<file path="config.mk">
export PLATFORM = sky130hd
export DESIGN_NAME = degradation_mode_supervisor_top
export DESIGN_NICKNAME = d
export VERILOG_FILES = /design/src/dms_pkg.sv /design/src/degradation_mode_supervisor_top.sv /design/src/dms_cfg.sv /design/src/dms_cmd.sv /design/src/dms_step.sv
export SDC_FILE = /design/constraint.sdc
export NUM_CORES = 1
export LEC_CHECK = 0
export BUFFER_PORTS_ARGS = -buffer_cell sky130_fd_sc_hd__buf_2
export CAP_MARGIN = 20
export CORE_MARGIN = 5
export CORE_UTILIZATION = 40
export DETAILED_ROUTE_END_ITERATION = 12
export SLEW_MARGIN = 20
export SYNTH_ARGS = -nofsm -noshare
export SYNTH_HDL_FRONTEND = slang
export SYNTH_SLANG_ARGS = --single-unit
</file>
<file path="constraint.sdc">
create_clock -name clk -period 13.2 [get_ports clk]
set_clock_uncertainty 0.05 [all_clocks]
set_input_delay 2.64 -clock clk [delete_from_list [all_inputs] [get_ports clk]]
set_output_delay 2.64 -clock clk [all_outputs]
set_load 0.01 [all_outputs]
</file>
<file path="src/dms_pkg.sv">
// shared types, codes and helpers for the degradation mode supervisor
// no dependencies; every other file of the block imports this package
package dms_pkg;

    // operating modes
    localparam logic [1:0] MODE_SAFE = 2'd0;
    localparam logic [1:0] MODE_DEGR = 2'd1;
    localparam logic [1:0] MODE_FULL = 2'd2;
    localparam logic [1:0] MODE_EMER = 2'd3;

    // event codes
    localparam logic [2:0] EV_TICK      = 3'd0;
    localparam logic [2:0] EV_SPEED     = 3'd1;
    localparam logic [2:0] EV_STEER     = 3'd2;
    localparam logic [2:0] EV_LINK_LOSS = 3'd3;
    localparam logic [2:0] EV_PART_FAIL = 3'd4;
    localparam logic [2:0] EV_RECOVER   = 3'd5;

    // configuration register indexes
    localparam logic [2:0] CFG_MAX_SPEED = 3'd0;
    localparam logic [2:0] CFG_MAX_STEER = 3'd1;
    localparam logic [2:0] CFG_ALLOW_CACHED = 3'd2;
    localparam logic [2:0] CFG_CACHE_VALIDITY = 3'd3;
    localparam logic [2:0] CFG_MIN_DWELL = 3'd4;

    // configuration reset values
    localparam logic [13:0] RST_MAX_SPEED = 14'd1600;
    localparam logic [14:0] RST_MAX_STEER = 15'd3840;
    localparam logic        RST_ALLOW_CACHED = 1'b1;
    localparam logic [31:0] RST_CACHE_VALIDITY = 32'd2000;
    localparam logic [15:0] RST_MIN_DWELL = 16'd1000;

    // capability mask groups
    localparam logic [5:0] CAP_DRIVE = 6'h03;
    localparam logic [5:0] CAP_HW    = 6'h07;
    localparam logic [5:0] CAP_LINK  = 6'h08;
    localparam logic [5:0] CAP_HOST  = 6'h30;
    localparam logic [5:0] CAP_ODOM  = 6'h20;

    // absolute command limits
    localparam logic signed [15:0] SPEED_LIMIT = 16'sd16000;
    localparam logic signed [15:0] STEER_LIMIT = 16'sd23040;

    typedef struct packed {
        logic [2:0]         mode;
        logic [31:0]        now_ms;
        logic signed [15:0] command_value;
        logic               link_connected;
        logic               link_healthy;
        logic               safe_request;
        logic               estop_active;
        logic               hardware_ready;
        logic [2:0]         fail_cap_bit;
    } item_t;

    typedef struct packed {
        logic               accepted;
        logic               speed_drive;
        logic signed [15:0] speed_out;
        logic               steer_drive;
        logic signed [15:0] steer_out;
        logic [1:0]         mode_now;
        logic [5:0]         capabilities_now;
        logic               system_healthy;
        logic [31:0]        time_in_mode_ms;
    } result_t;

    typedef struct packed {
        logic [13:0] degr_speed_max;
        logic [14:0] max_degraded_steer;
        logic        allow_cached;
        logic [31:0] cache_life_ms;
        logic [15:0] min_dwell_ms;
    } cfg_t;

    typedef struct packed {
        logic [1:0]         op_mode;
        logic [5:0]         cap_mask;
        logic [31:0]        mode_entry_ms;
        logic               persisted_valid;
        logic [31:0]        persisted_ms;
        logic signed [15:0] last_speed;
        logic signed [15:0] last_steer;
        logic signed [15:0] cached_speed;
        logic signed [15:0] cached_steer;
        logic [31:0]        cached_ms;
        logic               cached_valid;
    } state_t;

    typedef struct packed {
        logic               ok;
        logic signed [15:0] lim;
        logic signed [15:0] speed;
        logic signed [15:0] steer;
    } cmd_res_t;

    // clamp a signed value to +-m
    function automatic logic signed [15:0] clamp_sym(input logic signed [15:0] v,
                                                     input logic [14:0] m);
        logic signed [16:0] v17;
        logic signed [16:0] m17;
        logic signed [16:0] n17;
        v17 = {v[15], v};
        m17 = {2'b00, m};
        n17 = -m17;
        if (v17 > m17)
        begin
            return m17[15:0];
        end
        else if (v17 < n17)
        begin
            return n17[15:0];
        end
        return v;
    endfunction

endpackage

</file>
<file path="src/degradation_mode_supervisor_top.sv">
// top level of the degradation mode supervisor: input register, state, result register
// depends on dms_pkg, dms_cfg and dms_step
//
// usage
//   item channel: one event word per handshake (item_valid, item_ready, item)
//   result channel: exactly one result word per event (result_valid, result_ready, result)
//   cfg channel: register writes by index (cfg_valid, cfg_ready, cfg_index, cfg_data);
//     cfg_ready is always high, writes belong in idle periods only
// path: an accepted event passes two register stages: the input register, then the
//   state update and the result register, which are written in the same cycle
// throughput: one event per cycle while result_ready is high, set by the state update loop
// stall: when result_ready is low the result register holds; an empty input register
//   still takes one more word, then item_ready drops until the result is taken
// reset: mode safe, empty capability mask, cache and persisted mark invalid,
//   configuration at its defaults; both channels empty
module degradation_mode_supervisor_top (
    input  logic             clk,
    input  logic             rst_n,
    input  logic             item_valid,
    output logic             item_ready,
    input  dms_pkg::item_t   item,
    output logic             result_valid,
    input  logic             result_ready,
    output dms_pkg::result_t result,
    input  logic             cfg_valid,
    output logic             cfg_ready,
    input  logic [2:0]       cfg_index,
    input  logic [31:0]      cfg_data
);
    import dms_pkg::*;

    cfg_t    cfg;
    logic    in_valid_reg;
    item_t   in_item_reg;
    state_t  st_reg;
    state_t  st_next;
    result_t res_next;
    result_t res_reg;
    logic    res_valid_reg;
    logic    advance;

    dms_cfg u_cfg (
        .clk       (clk),
        .rst_n     (rst_n),
        .cfg_valid (cfg_valid),
        .cfg_ready (cfg_ready),
        .cfg_index (cfg_index),
        .cfg_data  (cfg_data),
        .cfg       (cfg)
    );

    dms_step u_step (
        .item (in_item_reg),
        .cur  (st_reg),
        .cfg  (cfg),
        .nxt  (st_next),
        .res  (res_next)
    );

    assign advance      = in_valid_reg && (!res_valid_reg || result_ready);
    assign item_ready   = !in_valid_reg || advance;
    assign result_valid = res_valid_reg;
    assign result       = res_reg;

    // input word register
    always_ff @(posedge clk or negedge rst_n)
    begin
        if (!rst_n)
        begin
            in_valid_reg <= 1'b0;
        end
        else if (item_ready)
        begin
            in_valid_reg <= item_valid;
        end
    end

    always_ff @(posedge clk)
    begin
        if (item_valid && item_ready)
        begin
            in_item_reg <= item;
        end
    end

    // supervisor state
    always_ff @(posedge clk or negedge rst_n)
    begin
        if (!rst_n)
        begin
            st_reg <= '0;
        end
        else if (advance)
        begin
            st_reg <= st_next;
        end
    end

    // result word register
    always_ff @(posedge clk or negedge rst_n)
    begin
        if (!rst_n)
        begin
            res_valid_reg <= 1'b0;
        end
        else if (advance)
        begin
            res_valid_reg <= 1'b1;
        end
        else if (result_ready)
        begin
            res_valid_reg <= 1'b0;
        end
    end

    always_ff @(posedge clk)
    begin
        if (advance)
        begin
            res_reg <= res_next;
        end
    end

    a_emer_no_caps: assert property (@(posedge clk) disable iff (!rst_n)
        st_reg.op_mode == MODE_EMER |-> st_reg.cap_mask == 6'h00)
        else $error("capabilities present in emergency mode");

    a_mode_change_time: assert property (@(posedge clk) disable iff (!rst_n)
        advance && (st_next.op_mode != st_reg.op_mode) |=> res_reg.time_in_mode_ms == 32'd0)
        else $error("mode change without restarting the mode timer");

    a_drive_needs_hw: assert property (@(posedge clk) disable iff (!rst_n)
        advance && (res_next.speed_drive || res_next.steer_drive)
        |-> in_item_reg.hardware_ready)
        else $error("setpoint issued without hardware ready");

    a_unknown_event_holds: assert property (@(posedge clk) disable iff (!rst_n)
        advance && (in_item_reg.mode != EV_TICK) && (in_item_reg.mode != EV_SPEED)
        && (in_item_reg.mode != EV_STEER) && (in_item_reg.mode != EV_LINK_LOSS)
        && (in_item_reg.mode != EV_PART_FAIL) && (in_item_reg.mode != EV_RECOVER)
        |=> st_reg == $past(st_reg))
        else $error("unknown event changed the state");

    a_no_overwrite: assert property (@(posedge clk) disable iff (!rst_n)
        res_valid_reg && !result_ready |-> !advance)
        else $error("pending result word overwritten");

endmodule

</file>
<file path="src/dms_cfg.sv">
// configuration register file of the degradation mode supervisor
// depends on dms_pkg for register indexes, reset values and cfg_t
module dms_cfg (
    input  logic          clk,
    input  logic          rst_n,
    input  logic          cfg_valid,
    output logic          cfg_ready,
    input  logic [2:0]    cfg_index,
    input  logic [31:0]   cfg_data,
    output dms_pkg::cfg_t cfg
);
    import dms_pkg::*;

    cfg_t cfg_reg;

    assign cfg_ready = 1'b1;
    assign cfg = cfg_reg;

    always_ff @(posedge clk or negedge rst_n)
    begin
        if (!rst_n)
        begin
            cfg_reg.degr_speed_max     <= RST_MAX_SPEED;
            cfg_reg.max_degraded_steer <= RST_MAX_STEER;
            cfg_reg.allow_cached       <= RST_ALLOW_CACHED;
            cfg_reg.cache_life_ms      <= RST_CACHE_VALIDITY;
            cfg_reg.min_dwell_ms       <= RST_MIN_DWELL;
        end
        else if (cfg_valid)
        begin
            unique case (cfg_index)
                CFG_MAX_SPEED:      cfg_reg.degr_speed_max <= cfg_data[13:0];
                CFG_MAX_STEER:      cfg_reg.max_degraded_steer <= cfg_data[14:0];
                CFG_ALLOW_CACHED:   cfg_reg.allow_cached <= cfg_data[0];
                CFG_CACHE_VALIDITY: cfg_reg.cache_life_ms <= cfg_data;
                CFG_MIN_DWELL:      cfg_reg.min_dwell_ms <= cfg_data[15:0];
                default:
                begin
                end
            endcase
        end
    end

endmodule

</file>
<file path="src/dms_cmd.sv">
// command limiter: mode clamp, acceptance and absolute range check of one command
// depends on dms_pkg for mode codes, limits, clamp_sym and cmd_res_t
module dms_cmd (
    input  dms_pkg::cfg_t     cfg,
    input  logic [1:0]        op_mode,
    input  logic [5:0]        cap_mask,
    input  logic              steer,
    input  logic signed [15:0] value,
    input  logic signed [15:0] last_speed,
    input  logic signed [15:0] last_steer,
    output dms_pkg::cmd_res_t res
);
    import dms_pkg::*;

    logic               can_take;
    logic signed [15:0] lim;
    logic signed [15:0] new_speed;
    logic signed [15:0] new_steer;
    logic               in_range;

    always_comb
    begin
        can_take = (op_mode != MODE_EMER) && ((cap_mask & CAP_DRIVE) == CAP_DRIVE);
        unique case (op_mode)
            MODE_DEGR:
            begin
                lim = steer ? clamp_sym(value, cfg.max_degraded_steer)
                            : clamp_sym(value, {1'b0, cfg.degr_speed_max});
            end
            MODE_FULL: lim = value;
            default:   lim = '0;
        endcase
        new_speed = steer ? last_speed : lim;
        new_steer = steer ? lim : last_steer;
        in_range = (new_speed <= SPEED_LIMIT) && (new_speed >= -SPEED_LIMIT)
                && (new_steer <= STEER_LIMIT) && (new_steer >= -STEER_LIMIT);
        res.ok    = can_take && in_range;
        res.lim   = lim;
        res.speed = new_speed;
        res.steer = new_steer;
    end

endmodule

</file>
<file path="src/dms_step.sv">
// next-state and result logic for one event word of the supervisor
// depends on dms_pkg and dms_cmd
module dms_step (
    input  dms_pkg::item_t   item,
    input  dms_pkg::state_t  cur,
    input  dms_pkg::cfg_t    cfg,
    output dms_pkg::state_t  nxt,
    output dms_pkg::result_t res
);
    import dms_pkg::*;

    logic [5:0]         caps_fresh;
    logic [5:0]         caps_ref;
    logic [31:0]        elapsed;
    logic               cache_fresh;
    logic               persist_fresh;
    logic               estop_enter;
    logic [1:0]         tick_op;
    logic [1:0]         tick_target;
    logic               dwell_ok;
    logic signed [15:0] replay_speed;
    logic signed [15:0] replay_steer;
    logic               cmd_steer;
    logic signed [15:0] cmd_value;
    logic [5:0]         cmd_mask;
    logic [5:0]         pf_mask;
    logic [1:0]         rec_target;
    cmd_res_t           cmd;

    // capability mask rebuilt from the status flags
    assign caps_fresh = (item.link_connected ? CAP_LINK : 6'h00)
                      | ((item.link_connected && item.link_healthy) ? CAP_HOST : 6'h00)
                      | (item.hardware_ready ? CAP_HW : 6'h00);
    assign caps_ref = (cur.op_mode == MODE_EMER) ? 6'h00 : caps_fresh;

    assign elapsed = item.now_ms - cur.mode_entry_ms;
    assign cache_fresh = cur.cached_valid
                      && ((item.now_ms - cur.cached_ms) < cfg.cache_life_ms);
    assign persist_fresh = cur.persisted_valid
                        && ((item.now_ms - cur.persisted_ms) < cfg.cache_life_ms);

    // tick: emergency entry, then automatic mode target
    assign estop_enter = item.estop_active && (cur.op_mode != MODE_EMER);
    assign tick_op = estop_enter ? MODE_EMER : cur.op_mode;
    assign dwell_ok = estop_enter ? (cfg.min_dwell_ms == 16'd0)
                                  : (elapsed >= {16'd0, cfg.min_dwell_ms});

    always_comb
    begin
        tick_target = tick_op;
        if (item.link_healthy && !item.safe_request)
        begin
            tick_target = MODE_FULL;
        end
        else if (item.link_connected)
        begin
            if (tick_op == MODE_SAFE || tick_op == MODE_EMER)
            begin
                tick_target = MODE_DEGR;
            end
        end
        else if (tick_op == MODE_FULL || tick_op == MODE_DEGR)
        begin
            tick_target = MODE_SAFE;
        end
    end

    // cached replay: speed limited from above only
    always_comb
    begin
        if (cur.cached_speed > $signed({2'b00, cfg.degr_speed_max}))
        begin
            replay_speed = $signed({2'b00, cfg.degr_speed_max});
        end
        else
        begin
            replay_speed = cur.cached_speed;
        end
        replay_steer = clamp_sym(cur.cached_steer, cfg.max_degraded_steer);
    end

    // shared command unit
    assign cmd_steer = (item.mode != EV_SPEED);
    assign cmd_value = (item.mode == EV_RECOVER) ? cur.last_steer : item.command_value;
    assign cmd_mask  = (item.mode == EV_RECOVER) ? caps_ref : cur.cap_mask;

    dms_cmd u_cmd (
        .cfg        (cfg),
        .op_mode    (cur.op_mode),
        .cap_mask   (cmd_mask),
        .steer      (cmd_steer),
        .value      (cmd_value),
        .last_speed (cur.last_speed),
        .last_steer (cur.last_steer),
        .res        (cmd)
    );

    // shift past bit 5 falls off the mask, so codes 6 and 7 clear nothing
    assign pf_mask = cur.cap_mask & ~(6'h01 << item.fail_cap_bit);

    assign rec_target = (item.link_healthy && ((caps_ref & CAP_DRIVE) == CAP_DRIVE))
                      ? MODE_FULL : MODE_DEGR;

    always_comb
    begin
        nxt = cur;
        res = '0;
        res.accepted = 1'b1;
        unique case (item.mode)
            EV_TICK:
            begin
                nxt.cap_mask = caps_ref;
                if (item.hardware_ready)
                begin
                    if (cur.op_mode == MODE_DEGR)
                    begin
                        res.speed_drive = 1'b1;
                        res.steer_drive = 1'b1;
                        if (cfg.allow_cached && cache_fresh)
                        begin
                            res.speed_out = replay_speed;
                            res.steer_out = replay_steer;
                        end
                    end
                    else if (cur.op_mode != MODE_FULL)
                    begin
                        res.speed_drive = 1'b1;
                        res.steer_drive = 1'b1;
                    end
                end
                if (estop_enter)
                begin
                    nxt.op_mode         = MODE_EMER;
                    nxt.mode_entry_ms   = item.now_ms;
                    nxt.persisted_valid = 1'b0;
                    nxt.persisted_ms    = '0;
                    nxt.cached_valid    = 1'b0;
                    nxt.cap_mask        = '0;
                    res.speed_out       = '0;
                    res.steer_out       = '0;
                    if (item.hardware_ready)
                    begin
                        res.speed_drive = 1'b1;
                        res.steer_drive = 1'b1;
                    end
                end
                if (tick_target != tick_op && dwell_ok)
                begin
                    nxt.op_mode       = tick_target;
                    nxt.mode_entry_ms = item.now_ms;
                    if (tick_target == MODE_SAFE)
                    begin
                        nxt.cap_mask = caps_ref & ~CAP_ODOM;
                    end
                    else
                    begin
                        nxt.cap_mask = caps_fresh;
                    end
                end
            end
            EV_SPEED, EV_STEER:
            begin
                res.accepted = cmd.ok;
                if (cmd.ok)
                begin
                    nxt.last_speed   = cmd.speed;
                    nxt.last_steer   = cmd.steer;
                    nxt.cached_speed = cmd.speed;
                    nxt.cached_steer = cmd.steer;
                    nxt.cached_ms    = item.now_ms;
                    nxt.cached_valid = 1'b1;
                    if (item.hardware_ready)
                    begin
                        if (cmd_steer)
                        begin
                            res.steer_drive = 1'b1;
                            res.steer_out   = cmd.lim;
                        end
                        else
                        begin
                            res.speed_drive = 1'b1;
                            res.speed_out   = cmd.lim;
                        end
                    end
                end
            end
            EV_LINK_LOSS:
            begin
                nxt.persisted_valid = 1'b1;
                nxt.persisted_ms    = item.now_ms;
                if (cur.op_mode != MODE_SAFE)
                begin
                    nxt.op_mode       = MODE_SAFE;
                    nxt.mode_entry_ms = item.now_ms;
                    nxt.cap_mask      = cur.cap_mask & ~CAP_ODOM;
                end
                if (item.hardware_ready)
                begin
                    nxt.cached_speed = cur.last_speed;
                    nxt.cached_steer = cur.last_steer;
                    nxt.cached_ms    = item.now_ms;
                    nxt.cached_valid = 1'b1;
                end
            end
            EV_PART_FAIL:
            begin
                nxt.cap_mask = pf_mask;
                if (cur.op_mode == MODE_FULL)
                begin
                    nxt.mode_entry_ms = item.now_ms;
                    if ((pf_mask & CAP_DRIVE) != CAP_DRIVE)
                    begin
                        nxt.op_mode  = MODE_SAFE;
                        nxt.cap_mask = pf_mask & ~CAP_ODOM;
                    end
                    else
                    begin
                        nxt.op_mode  = MODE_DEGR;
                        nxt.cap_mask = caps_fresh;
                    end
                end
            end
            EV_RECOVER:
            begin
                nxt.cap_mask = caps_ref;
                if (persist_fresh && item.hardware_ready && cmd.ok)
                begin
                    nxt.last_speed   = cmd.speed;
                    nxt.last_steer   = cmd.steer;
                    nxt.cached_speed = cmd.speed;
                    nxt.cached_steer = cmd.steer;
                    nxt.cached_ms    = item.now_ms;
                    nxt.cached_valid = 1'b1;
                    res.steer_drive  = 1'b1;
                    res.steer_out    = cmd.lim;
                end
                if ((rec_target == MODE_FULL || item.link_connected)
                    && rec_target != cur.op_mode)
                begin
                    nxt.op_mode       = rec_target;
                    nxt.mode_entry_ms = item.now_ms;
                    nxt.cap_mask      = caps_fresh;
                end
            end
            default:
            begin
                res.accepted = 1'b0;
            end
        endcase
        res.mode_now         = nxt.op_mode;
        res.capabilities_now = nxt.cap_mask;
        res.system_healthy   = (nxt.op_mode == MODE_FULL || nxt.op_mode == MODE_DEGR)
                            && item.link_healthy && !item.estop_active;
        res.time_in_mode_ms  = item.now_ms - nxt.mode_entry_ms;
    end

endmodule

</file>
==> run_results.csv, run 1 <==
group,metric,value,unit
power,power,6.72,mW
sta,post-route-min-period,11.32,ns
power,power_density,206,mW/mm2
worst_setup_path,crit_path_max_fanout,9,
routing,num_vias,24900,
cells_and_area,n_fill_cell,7149,
worst_setup_path,r2r_slack,1.88,ns
worst_setup_path,rr_startpoint,"in_item_reg[24]$_DFFE_PP_",
worst_setup_path,ff2ff_path_depth,40,
cells_and_area,fin_nets,3690,
power,p_comb_share,52.6,%
worst_setup_path,startpoint,"in_item_reg[24]$_DFFE_PP_",
logic_synthesis,synth_cell_types,100,
cells_and_area,layout_common_cells,"311 x ha_1, 270 x nand2_1, 246 x inv_1",
worst_setup_path,critPathMaxStageDelay,0.73,ns
cells_and_area,largest_register_ffs,170,
worst_setup_path,cp.arrival,11.62,ns
clock_network,cts_tree,"built",
worst_setup_path,critPathBufInv,2,
clock_network,clockBufferDepth,3,
placed_design,gp_congestion,0.965,
worst_setup_path,crit_type,"flop to flop",
power,switching_share,43.1,%
global_route,grt_pass1_vias,24100,
global_route,grt_pass1_wl,144,mm
placed_design,post-dp-hpwl,71.1,mm
die,start_util,40.1,%
sta,rsz0062_at_grt,"no",
cells_and_area,final_common_cell,"ha_1",
global_route,antenna_found_initial,2,
flow_run,maxCapViolations,0,
worst_setup_path,crit_end,"result[29]$_DFFE_PP_",
logic_synthesis,synthFlopType,"dfrtp_1",
logic_synthesis,synthesis.area,0.0291,mm2
logic_synthesis,synth_nets,3549,
power,intPower,3.82,mW
sta,final_max_slew_viol_count,0,
die,die_area,0.0783,mm2
clock_network,ctsResizeCount,0,
worst_setup_path,crit_family,"compound AO/OA/AOI/OAI gates",
logic_synthesis,synth_edf_count,135,
logic_synthesis,synth-seq-area-share,35.5,%
sta,finalCritPeriodShare,85.7,%
placed_design,port_buffers,176,
logic_synthesis,syn_area_per_cell,9.29,um2
routing,ant_nets,0,
sta,fin_setup_tns,0,ns
worst_setup_path,cp-start-kind,"flop",
routing,drc_errors,0,
routing,drt_pass1_iterations,6,
worst_setup_path,rr_endpoint,"result[29]$_DFFE_PP_",
logic_synthesis,yosysWarningCount,0,
sta,fmax,88.4,MHz
global_route,grt_use_total,23.4,%
status,status,"finished, final reports clean",
die,coreArea,0.0726,mm2
clock_network,cts-root-buf,"clkbuf_16",
sta,hold_viol,0,
logic_synthesis,synth_cells,3135,
worst_setup_path,critPathSlowestCell,"o41ai_1",
routing,via_per_inst,5.83,
die,rows,99,
power,power.leakage,14.5,nW
worst_setup_path,cp-end-kind,"flop",
clock_network,post-cts-setup-buffer-count,0,
sta,hold_ws,0.429,ns
worst_setup_path,cpMostUsedCell,"a21oi_1",
cells_and_area,drive_gt1_share,13.9,%
global_route,grt_start_max_net_pins,74,
clock_network,ctsHoldBuffers,0,
power,clockPowerShare,19.3,%
worst_setup_path,cp.required,13.50,ns
logic_synthesis,async_flop_share,64.9,%
clock_network,cts_made_buffers,46,
routing,drtIter0Drc,2344,
hold_path,holdCritPathClass,"flop to flop",
logic_synthesis,ys_ff_latch,385,
sta,worst_pin_slew,1.17,ns
die,die_x,280,um
sta,setup_viol,0,
clock_network,clk_pin_slew,0.06,ns
worst_setup_path,cp.depth,40,
power,seq_power_share,28.1,%
cells_and_area,utilization,44.8,%
die,io_pins,178,
clock_network,clock_latency,0.61,ns
sta,slew_headroom,22.0,%
clock_network,cts.sinks,385,
routing,drt-wirelength-per-cell,22.2,um
die,fp.dieH,280,um
power,p_switching,2.89,mW
global_route,grt_overflow,0,
routing,routed_wl,95.0,mm
power,peakVddDrop,0.115,mV
clock_network,h-tree-depth,2,
cells_and_area,syn_to_final_growth,11.7,%
layer usage:
layer / vias up / track usage, % / part of all wire, %
met2: 847 / 38.7 / 46
met1: 12000 / 31.3 / 43
met5: - / 0 / 0.014
met3: 221 / 3.17 / 6.0
li1: 11800 / - / -
met4: 2 / 9.25 / 4.5
stage by stage:
step                      area [um2]  worst slack (ns)  std cells
after floorplan                29100              3.65       3135
after global placement         31000              2.14       4187
after detailed placement       31000              1.88       4187
after CTS                      32500              1.82       4273
after global routing           32500             0.769       4274
final                          32500              1.88       4275
synthesized netlist by cell type (8+ instances only):
| cell type | n | area [um2] |
|---|---|---|
| mux2_1 | 43 | 484 |
| or4_1 | 9 | 67.6 |
| nor2_1 | 193 | 724 |
| nor3b_1 | 9 | 67.6 |
| xor2_1 | 29 | 254 |
| mux2i_1 | 69 | 691 |
| a21boi_0 | 10 | 75.1 |
| a2111oi_0 | 11 | 96.3 |
| a22o_1 | 36 | 315 |
| or3_1 | 15 | 93.8 |
| clkbuf_1 | 88 | 330 |
| a211oi_1 | 26 | 195 |
| buf_2 | 12 | 60.1 |
| o2111ai_1 | 11 | 96.3 |
| nor3_1 | 65 | 325 |
| a211o_1 | 13 | 114 |
| o221ai_1 | 8 | 70.1 |
| xnor2_1 | 86 | 753 |
| mux2_2 | 108 | 1220 |
| nand2b_1 | 40 | 250 |
| nand3_1 | 68 | 340 |
| o211ai_1 | 25 | 188 |
| dfrtp_1 | 230 | 5760 |
| a221oi_1 | 11 | 96.3 |
| nor4_1 | 20 | 125 |
| o31ai_1 | 19 | 143 |
| o21a_1 | 52 | 390 |
| nand2_1 | 270 | 1010 |
| ha_1 | 311 | 3890 |
| inv_1 | 247 | 927 |
| dfstp_2 | 20 | 526 |
| or2_2 | 11 | 68.8 |
| o21bai_1 | 16 | 120 |
| nor2b_1 | 44 | 275 |
| nand4_1 | 35 | 219 |
| a22oi_1 | 15 | 113 |
| and3_1 | 18 | 113 |
| a31oi_1 | 33 | 206 |
| edfxtp_1 | 135 | 4050 |
| o22ai_1 | 34 | 213 |
| a21oi_1 | 202 | 1010 |
| a21o_1 | 63 | 473 |
| and2_1 | 16 | 100 |
| o21ai_0 | 202 | 1010 |
final cells by class:
cell class	count	area [um2]	share of cell area [%]
Antenna cell	2	5.00	0.0154
Clock buffer	60	1210	3.73
Clock inverter	26	292	0.896
Inverter	255	960	2.95
Multi-Input combinational cell	2378	17400	53.4
Sequential cell	385	10300	31.8
Tap cell	959	1200	3.69
Timing Repair Buffer	210	1150	3.52
worst min-delay path by stage:
stage                                  startpoint  cells after the start                 endpoint
after floorplan             st_reg[0]$_DFFE_PN0P_                      1    st_reg[0]$_DFFE_PN0P_
after global placement    st_reg[129]$_DFFE_PN0P_                      1  st_reg[129]$_DFFE_PN0P_
after detailed placement  st_reg[129]$_DFFE_PN0P_                      1  st_reg[129]$_DFFE_PN0P_
after CTS                   st_reg[0]$_DFFE_PN0P_                      1    st_reg[0]$_DFFE_PN0P_
after global routing        st_reg[0]$_DFFE_PN0P_                      1    st_reg[0]$_DFFE_PN0P_
final                       st_reg[0]$_DFFE_PN0P_                      1    st_reg[0]$_DFFE_PN0P_
kinds of logic after synthesis:
logic type / after synthesis / synth area share (%)
buf+inv: 372 / 5.06
mux: 220 / 8.21
flops: 385 / 35.5
compound gates: 884 / 20.2
xor+xnor: 115 / 3.46
simple gates: 843 / 13.9
other cells: 1 / 0.0129
fa+ha+maj: 315 / 13.6
power by group through the flow:
stage	Combinational (mW)	Clock [mW]	Sequential, mW
after global routing	3.93	1.37	1.92
after global placement	3.46	0	1.89
after detailed placement	3.48	0	1.90
after floorplan	2.54	0	1.82
after CTS	3.51	1.32	1.88
final	3.54	1.30	1.88
No activity file was read; power rests on OpenSTA's default activity.
==> run 2, diff against run 1 <==
==> constraint.sdc (replaced) <==
create_clock -name clk -period 11.4 [get_ports clk]
set_clock_uncertainty 0.05 [all_clocks]
set_input_delay 2.28 -clock clk [delete_from_list [all_inputs] [get_ports clk]]
set_output_delay 2.28 -clock clk [all_outputs]
set_load 0.01 [all_outputs]
==> run 2 against run 1 <==
  * Cell count hardly changed
  * Total power is 17% higher
  * Utilization is 0.16 points higher
  * Die area unchanged
  * Global-route usage increased by 0.12 points
  * Sequential share of layout area decreased by 0.11 points
  * Clock power grew 21%
  * Register-to-register slack worse by 0.86 ns
  * First-iteration DRC count is 11% lower
  * Combinational power up 16%
  * Sequential power is 16% higher
  * Count of clock-buffer cells in the layout is 1 higher
  * Largest cell class unchanged
==> run_results.csv, run 2 (synthesized netlist as in run 1, its figures left out) <==
group,metric,value,unit
placed_design,post-dp-hpwl,71.3,mm
worst_setup_path,critPathSlowestCell,"a311oi_2",
cells_and_area,n_fill_cell,7148,
sta,final_max_slew_viol_count,0,
global_route,grt_pass1_vias,24400,
cells_and_area,final_common_cell,"ha_1",
cells_and_area,fin_nets,3695,
sta,fmax,96.3,MHz
routing,num_vias,24900,
die,start_util,40.1,%
routing,maxUsedRoutingLayer,"met4",
routing,drtIter0Drc,2097,
cells_and_area,design_area,0.0327,mm2
routing,m1WireLength,40.2,mm
cells_and_area,drive_gt1_share,14.1,%
clock_network,clk_pin_slew,0.06,ns
clock_network,ctsResizeCount,0,
worst_setup_path,cpMostUsedCell,"a21oi_1",
worst_setup_path,rr_endpoint,"result[30]$_DFFE_PP_",
die,io_pins,178,
die,rows,99,
worst_setup_path,crit_type,"flop to flop",
global_route,grt_pass1_wl,145,mm
die,die_x,280,um
routing,drt-wirelength-per-cell,22.2,um
global_route,grt_overflow,0,
placed_design,port_buffers,176,
clock_network,clockBufferDepth,3,
clock_network,post-cts-setup-buffer-count,0,
power,peakVddDrop,0.129,mV
clock_network,ctsHoldBuffers,0,
die,fp.dieH,280,um
routing,wl_met2,43.6,mm
worst_setup_path,crit_path_max_fanout,5,
sta,hold_viol,0,
hold_path,holdCritPathClass,"flop to flop",
routing,via_per_inst,5.83,
die,coreArea,0.0726,mm2
worst_setup_path,startpoint,"in_item_reg[24]$_DFFE_PP_",
placed_design,gp_congestion,0.966,
worst_setup_path,rr_startpoint,"in_item_reg[24]$_DFFE_PP_",
global_route,grt_use_total,23.5,%
sta,post-route-min-period,10.38,ns
die,die_area,0.0783,mm2
worst_setup_path,cp-end-kind,"flop",
routing,ant_nets,0,
sta,finalCritPeriodShare,91.1,%
global_route,grt_start_max_net_pins,77,
worst_setup_path,crit_end,"result[30]$_DFFE_PP_",
worst_setup_path,cp.arrival,10.68,ns
clock_network,cts_tree,"built",
placed_design,placed_area,0.0310,mm2
worst_setup_path,ff2ff_path_depth,44,
routing,routed_wl,95.1,mm
status,status,"finished, final reports clean",
worst_setup_path,cp-start-kind,"flop",
power,power.leakage,14.6,nW
sta,worst_pin_slew,1.21,ns
routing,dr_wl_met3,6.42,mm
cells_and_area,multiInputGateArea,0.0174,mm2
worst_setup_path,r2r_slack,1.02,ns
power,power_density,240,mW/mm2
sta,setup_viol,0,
flow_run,maxCapViolations,0,
cells_and_area,syn_to_final_growth,12.1,%
worst_setup_path,critPathMaxStageDelay,0.46,ns
clock_network,cts_made_buffers,47,
clock_network,cts.sinks,385,
cells_and_area,largest_register_ffs,170,
clock_network,h-tree-depth,2,
worst_setup_path,cp.required,11.70,ns
clock_network,clock_latency,0.60,ns
clock_network,cts-root-buf,"clkbuf_16",
routing,drc_errors,0,
sta,rsz0062_at_grt,"no",
cells_and_area,regArea,0.0103,mm2
sta,slew_headroom,17.1,%
routing,drt_pass1_iterations,6,
global_route,antenna_found_initial,1,
cells_and_area,layout_common_cells,"311 x ha_1, 270 x nand2_1, 246 x inv_1",
sta,fin_setup_tns,0,ns
## run 2: changes by cell type in the layout (fill, tap and decap cells not counted), moves of 2 or more
cell,previous run,this run
buf_4,34,37
nor4_2,0,2
clkbuf_8,1,3
nor4_1,20,18
clkbuf_1,13,10
clkbuf_16,46,48
## run 2: area by class of cell
cell class,count,share of cell area (%)
multi-input cells,2378,53.3
flip-flops and latches,385,31.6
clock buffers,61,3.92
well taps,959,3.67
repair buffers,214,3.61
inverters,255,2.94
clock inverters,25,0.904
diodes,1,0.00766
## run 2: per-stage QoR
stage | cells | setup WS [ns] | hold slack, ns | total power, mW | util, %
4_1_cts | 4276 | 0.279 | 0.437 | 7.84 | 44.9
5_1_grt | 4278 | 0.146 | 0.452 | 8.44 | 45.0
6_report | 4278 | 1.02 | 0.435 | 7.85 | 45.0
3_5_place_dp | 4190 | 0.349 | 0.421 | 6.22 | 42.8
3_3_place_gp | 4190 | 0.507 | 0.412 | 6.18 | 42.8
2_1_floorplan | 3135 | 1.85 | 0.399 | 5.04 | -
## run 2: worst min-delay path by stage
stage                       startpoint                 endpoint  slack, ns  cells past startpoint
6_report        st_reg[15]$_DFFE_PN0P_   st_reg[15]$_DFFE_PN0P_       0.44                      1
5_1_grt          st_reg[8]$_DFFE_PN0P_    st_reg[8]$_DFFE_PN0P_       0.45                      1
4_1_cts        st_reg[129]$_DFFE_PN0P_  st_reg[129]$_DFFE_PN0P_       0.44                      1
3_5_place_dp   st_reg[129]$_DFFE_PN0P_  st_reg[129]$_DFFE_PN0P_       0.42                      1
3_3_place_gp   st_reg[129]$_DFFE_PN0P_  st_reg[129]$_DFFE_PN0P_       0.41                      1
2_1_floorplan    st_reg[0]$_DFFE_PN0P_    st_reg[0]$_DFFE_PN0P_       0.40                      1
## run 2: power breakdown
group	total [mW]	switching [mW]	internal, mW
combinational	4.09	2.39	1.70
sequential	2.18	0.319	1.86
clock	1.57	0.638	0.929
total	7.85	3.35	4.49
## run 2: critical path, delay by kind of cell, from the launching register on
family / cells / cell delay, ns
AO/OA/AOI/OAI: 27 / 6.03
AND/OR/NAND/NOR: 8 / 1.76
adder cells (fa/ha/maj): 5 / 1.48
flip-flops: 1 / 0.42
buffers and inverters: 3 / 0.30
XOR/XNOR: 1 / 0.07
## run 2: layer usage
metal | vias to the layer above | global-route usage (%)
li1 | 11800 | -
met3 | 234 | 3.39
met2 | 926 | 38.7
met4 | 0 | 10.3
met5 | - | 0
met1 | 11900 | 31.0
==> run 3, diff against run 2 <==
--- a/config.mk
+++ b/config.mk
@@ -5,11 +5,12 @@
 export SDC_FILE = /design/constraint.sdc
 export NUM_CORES = 1
 export LEC_CHECK = 0
-export BUFFER_PORTS_ARGS = -buffer_cell sky130_fd_sc_hd__buf_2
+export BUFFER_PORTS_ARGS = -buffer_cell sky130_fd_sc_hd__buf_4
 export CAP_MARGIN = 20
 export CORE_MARGIN = 5
 export CORE_UTILIZATION = 40
 export DETAILED_ROUTE_END_ITERATION = 12
+export PLACE_DENSITY = 0.53
 export SLEW_MARGIN = 20
 export SYNTH_ARGS = -nofsm -noshare
 export SYNTH_HDL_FRONTEND = slang
==> constraint.sdc (replaced) <==
create_clock -name clk -period 12.1 [get_ports clk]
set_clock_uncertainty 0.05 [all_clocks]
set_input_delay 2.42 -clock clk [delete_from_list [all_inputs] [get_ports clk]]
set_output_delay 2.42 -clock clk [all_outputs]
set_load 0.01 [all_outputs]
==> run 3 against run 2 <==
  * Via count grew 1.1%
  * Utilization increased by 0.85 points
  * First-iteration DRC count down 10%
  * Clock power hardly changed
  * Die area unchanged
  * Design area rose by 1.9%
  * Highest routed layer is now met5
==> run_results.csv, run 3 (synthesized netlist as in run 1, its figures left out) <==
group,metric,value,unit
die,io_pins,178,
worst_setup_path,crit_family,"compound AO/OA/AOI/OAI gates",
cells_and_area,antennaDiodeCount,0,
clock_network,cts_tree,"built",
worst_setup_path,cpMostUsedCell,"a21oi_1",
worst_setup_path,critPathSlowestCell,"edfxtp_1",
worst_setup_path,cp.arrival,11.13,ns
worst_setup_path,cp.required,12.38,ns
global_route,grt_pass1_wl,156,mm
cells_and_area,final_common_cell,"ha_1",
clock_network,clockBufferDepth,3,
sta,setup_viol,0,
die,coreArea,0.0726,mm2
clock_network,ctsResizeCount,0,
clock_network,h-tree-depth,2,
sta,fmax,92.2,MHz
sta,rsz0062_at_grt,"no",
sta,fin_setup_tns,0,ns
clock_network,cts_made_buffers,48,
cells_and_area,syn_to_final_growth,14.2,%
routing,ant_nets,0,
sta,worst_pin_slew,1.18,ns
hold_path,holdCritPathClass,"flop to flop",
sta,finalCritPeriodShare,89.6,%
hold_path,hp-start,"st_reg[6]$_DFFE_PN0P_",
die,die_x,280,um
worst_setup_path,crit_path_max_fanout,12,
worst_setup_path,cp-end-kind,"flop",
die,start_util,40.1,%
worst_setup_path,critPathMaxStageDelay,0.62,ns
sta,slew_headroom,19.4,%
cells_and_area,fin_nets,3708,
clock_network,clk_pin_slew,0.06,ns
cells_and_area,n_fill_cell,7189,
routing,drtIter0Drc,1880,
worst_setup_path,crit_type,"flop to flop",
global_route,grt_pass1_vias,25200,
clock_network,cts-root-buf,"clkbuf_16",
cells_and_area,regArea,0.0103,mm2
placed_design,gp_congestion,0.953,
die,die_area,0.0783,mm2
power,power_density,230,mW/mm2
placed_design,post-dp-hpwl,78.8,mm
routing,drt_pass1_iterations,6,
cells_and_area,drive_gt1_share,14.8,%
routing,drt-wirelength-per-cell,24.1,um
status,status,"finished, final reports clean",
routing,num_vias,25200,
global_route,antenna_found_initial,1,
worst_setup_path,rr_startpoint,"in_item_reg[25]$_DFFE_PP_",
worst_setup_path,critPathBufInv,2,
clock_network,ctsHoldBuffers,0,
power,peakVddDrop,0.154,mV
placed_design,port_buffers,176,
clock_network,post-cts-setup-buffer-count,0,
cells_and_area,layout_common_cells,"311 x ha_1, 270 x nand2_1, 246 x inv_1",
routing,drc_errors,0,
die,rows,99,
worst_setup_path,startpoint,"in_item_reg[25]$_DFFE_PP_",
clock_network,cts.sinks,385,
power,power,7.65,mW
sta,post-route-min-period,10.85,ns
die,fp.dieH,280,um
sta,final_max_slew_viol_count,0,
cells_and_area,multiInputGateArea,0.0174,mm2
clock_network,clock_latency,0.60,ns
worst_setup_path,cp-start-kind,"flop",
global_route,grt_start_max_net_pins,76,
routing,routed_wl,103,mm
routing,via_per_inst,5.87,
power,power.leakage,14.8,nW
global_route,grt_use_total,25.6,%
sta,hold_viol,0,
flow_run,maxCapViolations,0,
global_route,grt_overflow,0,
cells_and_area,largest_register_ffs,170,
run 3: cell types whose count changed in the layout (fill, tap and decap cells not counted), moves of 3 or more:
cell / change
buf_2: -175
clkinv_1: -4
clkbuf_1: -8
buf_4: +185
clkinvlp_4: +9
clkinv_2: +3
run 3: stage by stage:
stage	util (%)	instance area [um2]	setup slack, ns	hold slack (ns)	cells
after global routing	45.8	33300	0.534	0.453	4292
final	45.8	33300	1.25	0.434	4292
after detailed placement	43.5	31600	1.40	0.421	4201
after global placement	43.5	31500	1.64	0.411	4200
after floorplan	-	29100	2.55	0.399	3135
after CTS	45.8	33200	1.33	0.438	4290
run 3: worst paths after layout:
path | end | slack [ns] | cells after the start
min | st_reg[6]$_DFFE_PN0P_ | 0.43 | 1
max in group asynchronous | st_reg[22]$_DFFE_PN0P_ | 8.20 | 3
min in group asynchronous | st_reg[41]$_DFFE_PN0P_ | 1.76 | 1
max reg2reg | result[30]$_DFFE_PP_ | 1.25 | 44
min reg2reg | st_reg[6]$_DFFE_PN0P_ | 0.43 | 1
max | result[30]$_DFFE_PP_ | 1.25 | 44
run 3: area by class of cell:
| cell class | instances | area share, % |
|---|---|---|
| sequential | 385 | 31.1 |
| tap | 959 | 3.61 |
| timing repair buffer | 226 | 5.23 |
| multi-input combinational | 2378 | 52.2 |
| inverter | 255 | 2.88 |
| clock buffer | 51 | 3.67 |
| clock inverter | 38 | 1.34 |
run 3: report_power, final:
group	internal (mW)	total (mW)	switching [mW]
combinational	1.66	4.06	2.40
sequential	1.76	2.05	0.297
clock	0.910	1.54	0.629
run 3: routing by layer:
metal,global-route usage (%),vias to the layer above,routed length [um]
li1,-,11900,-
met1,33.3,12300,44000
met2,43.2,824,49100
met3,2.88,221,5000
met4,11.1,2,5180
met5,0,-,10
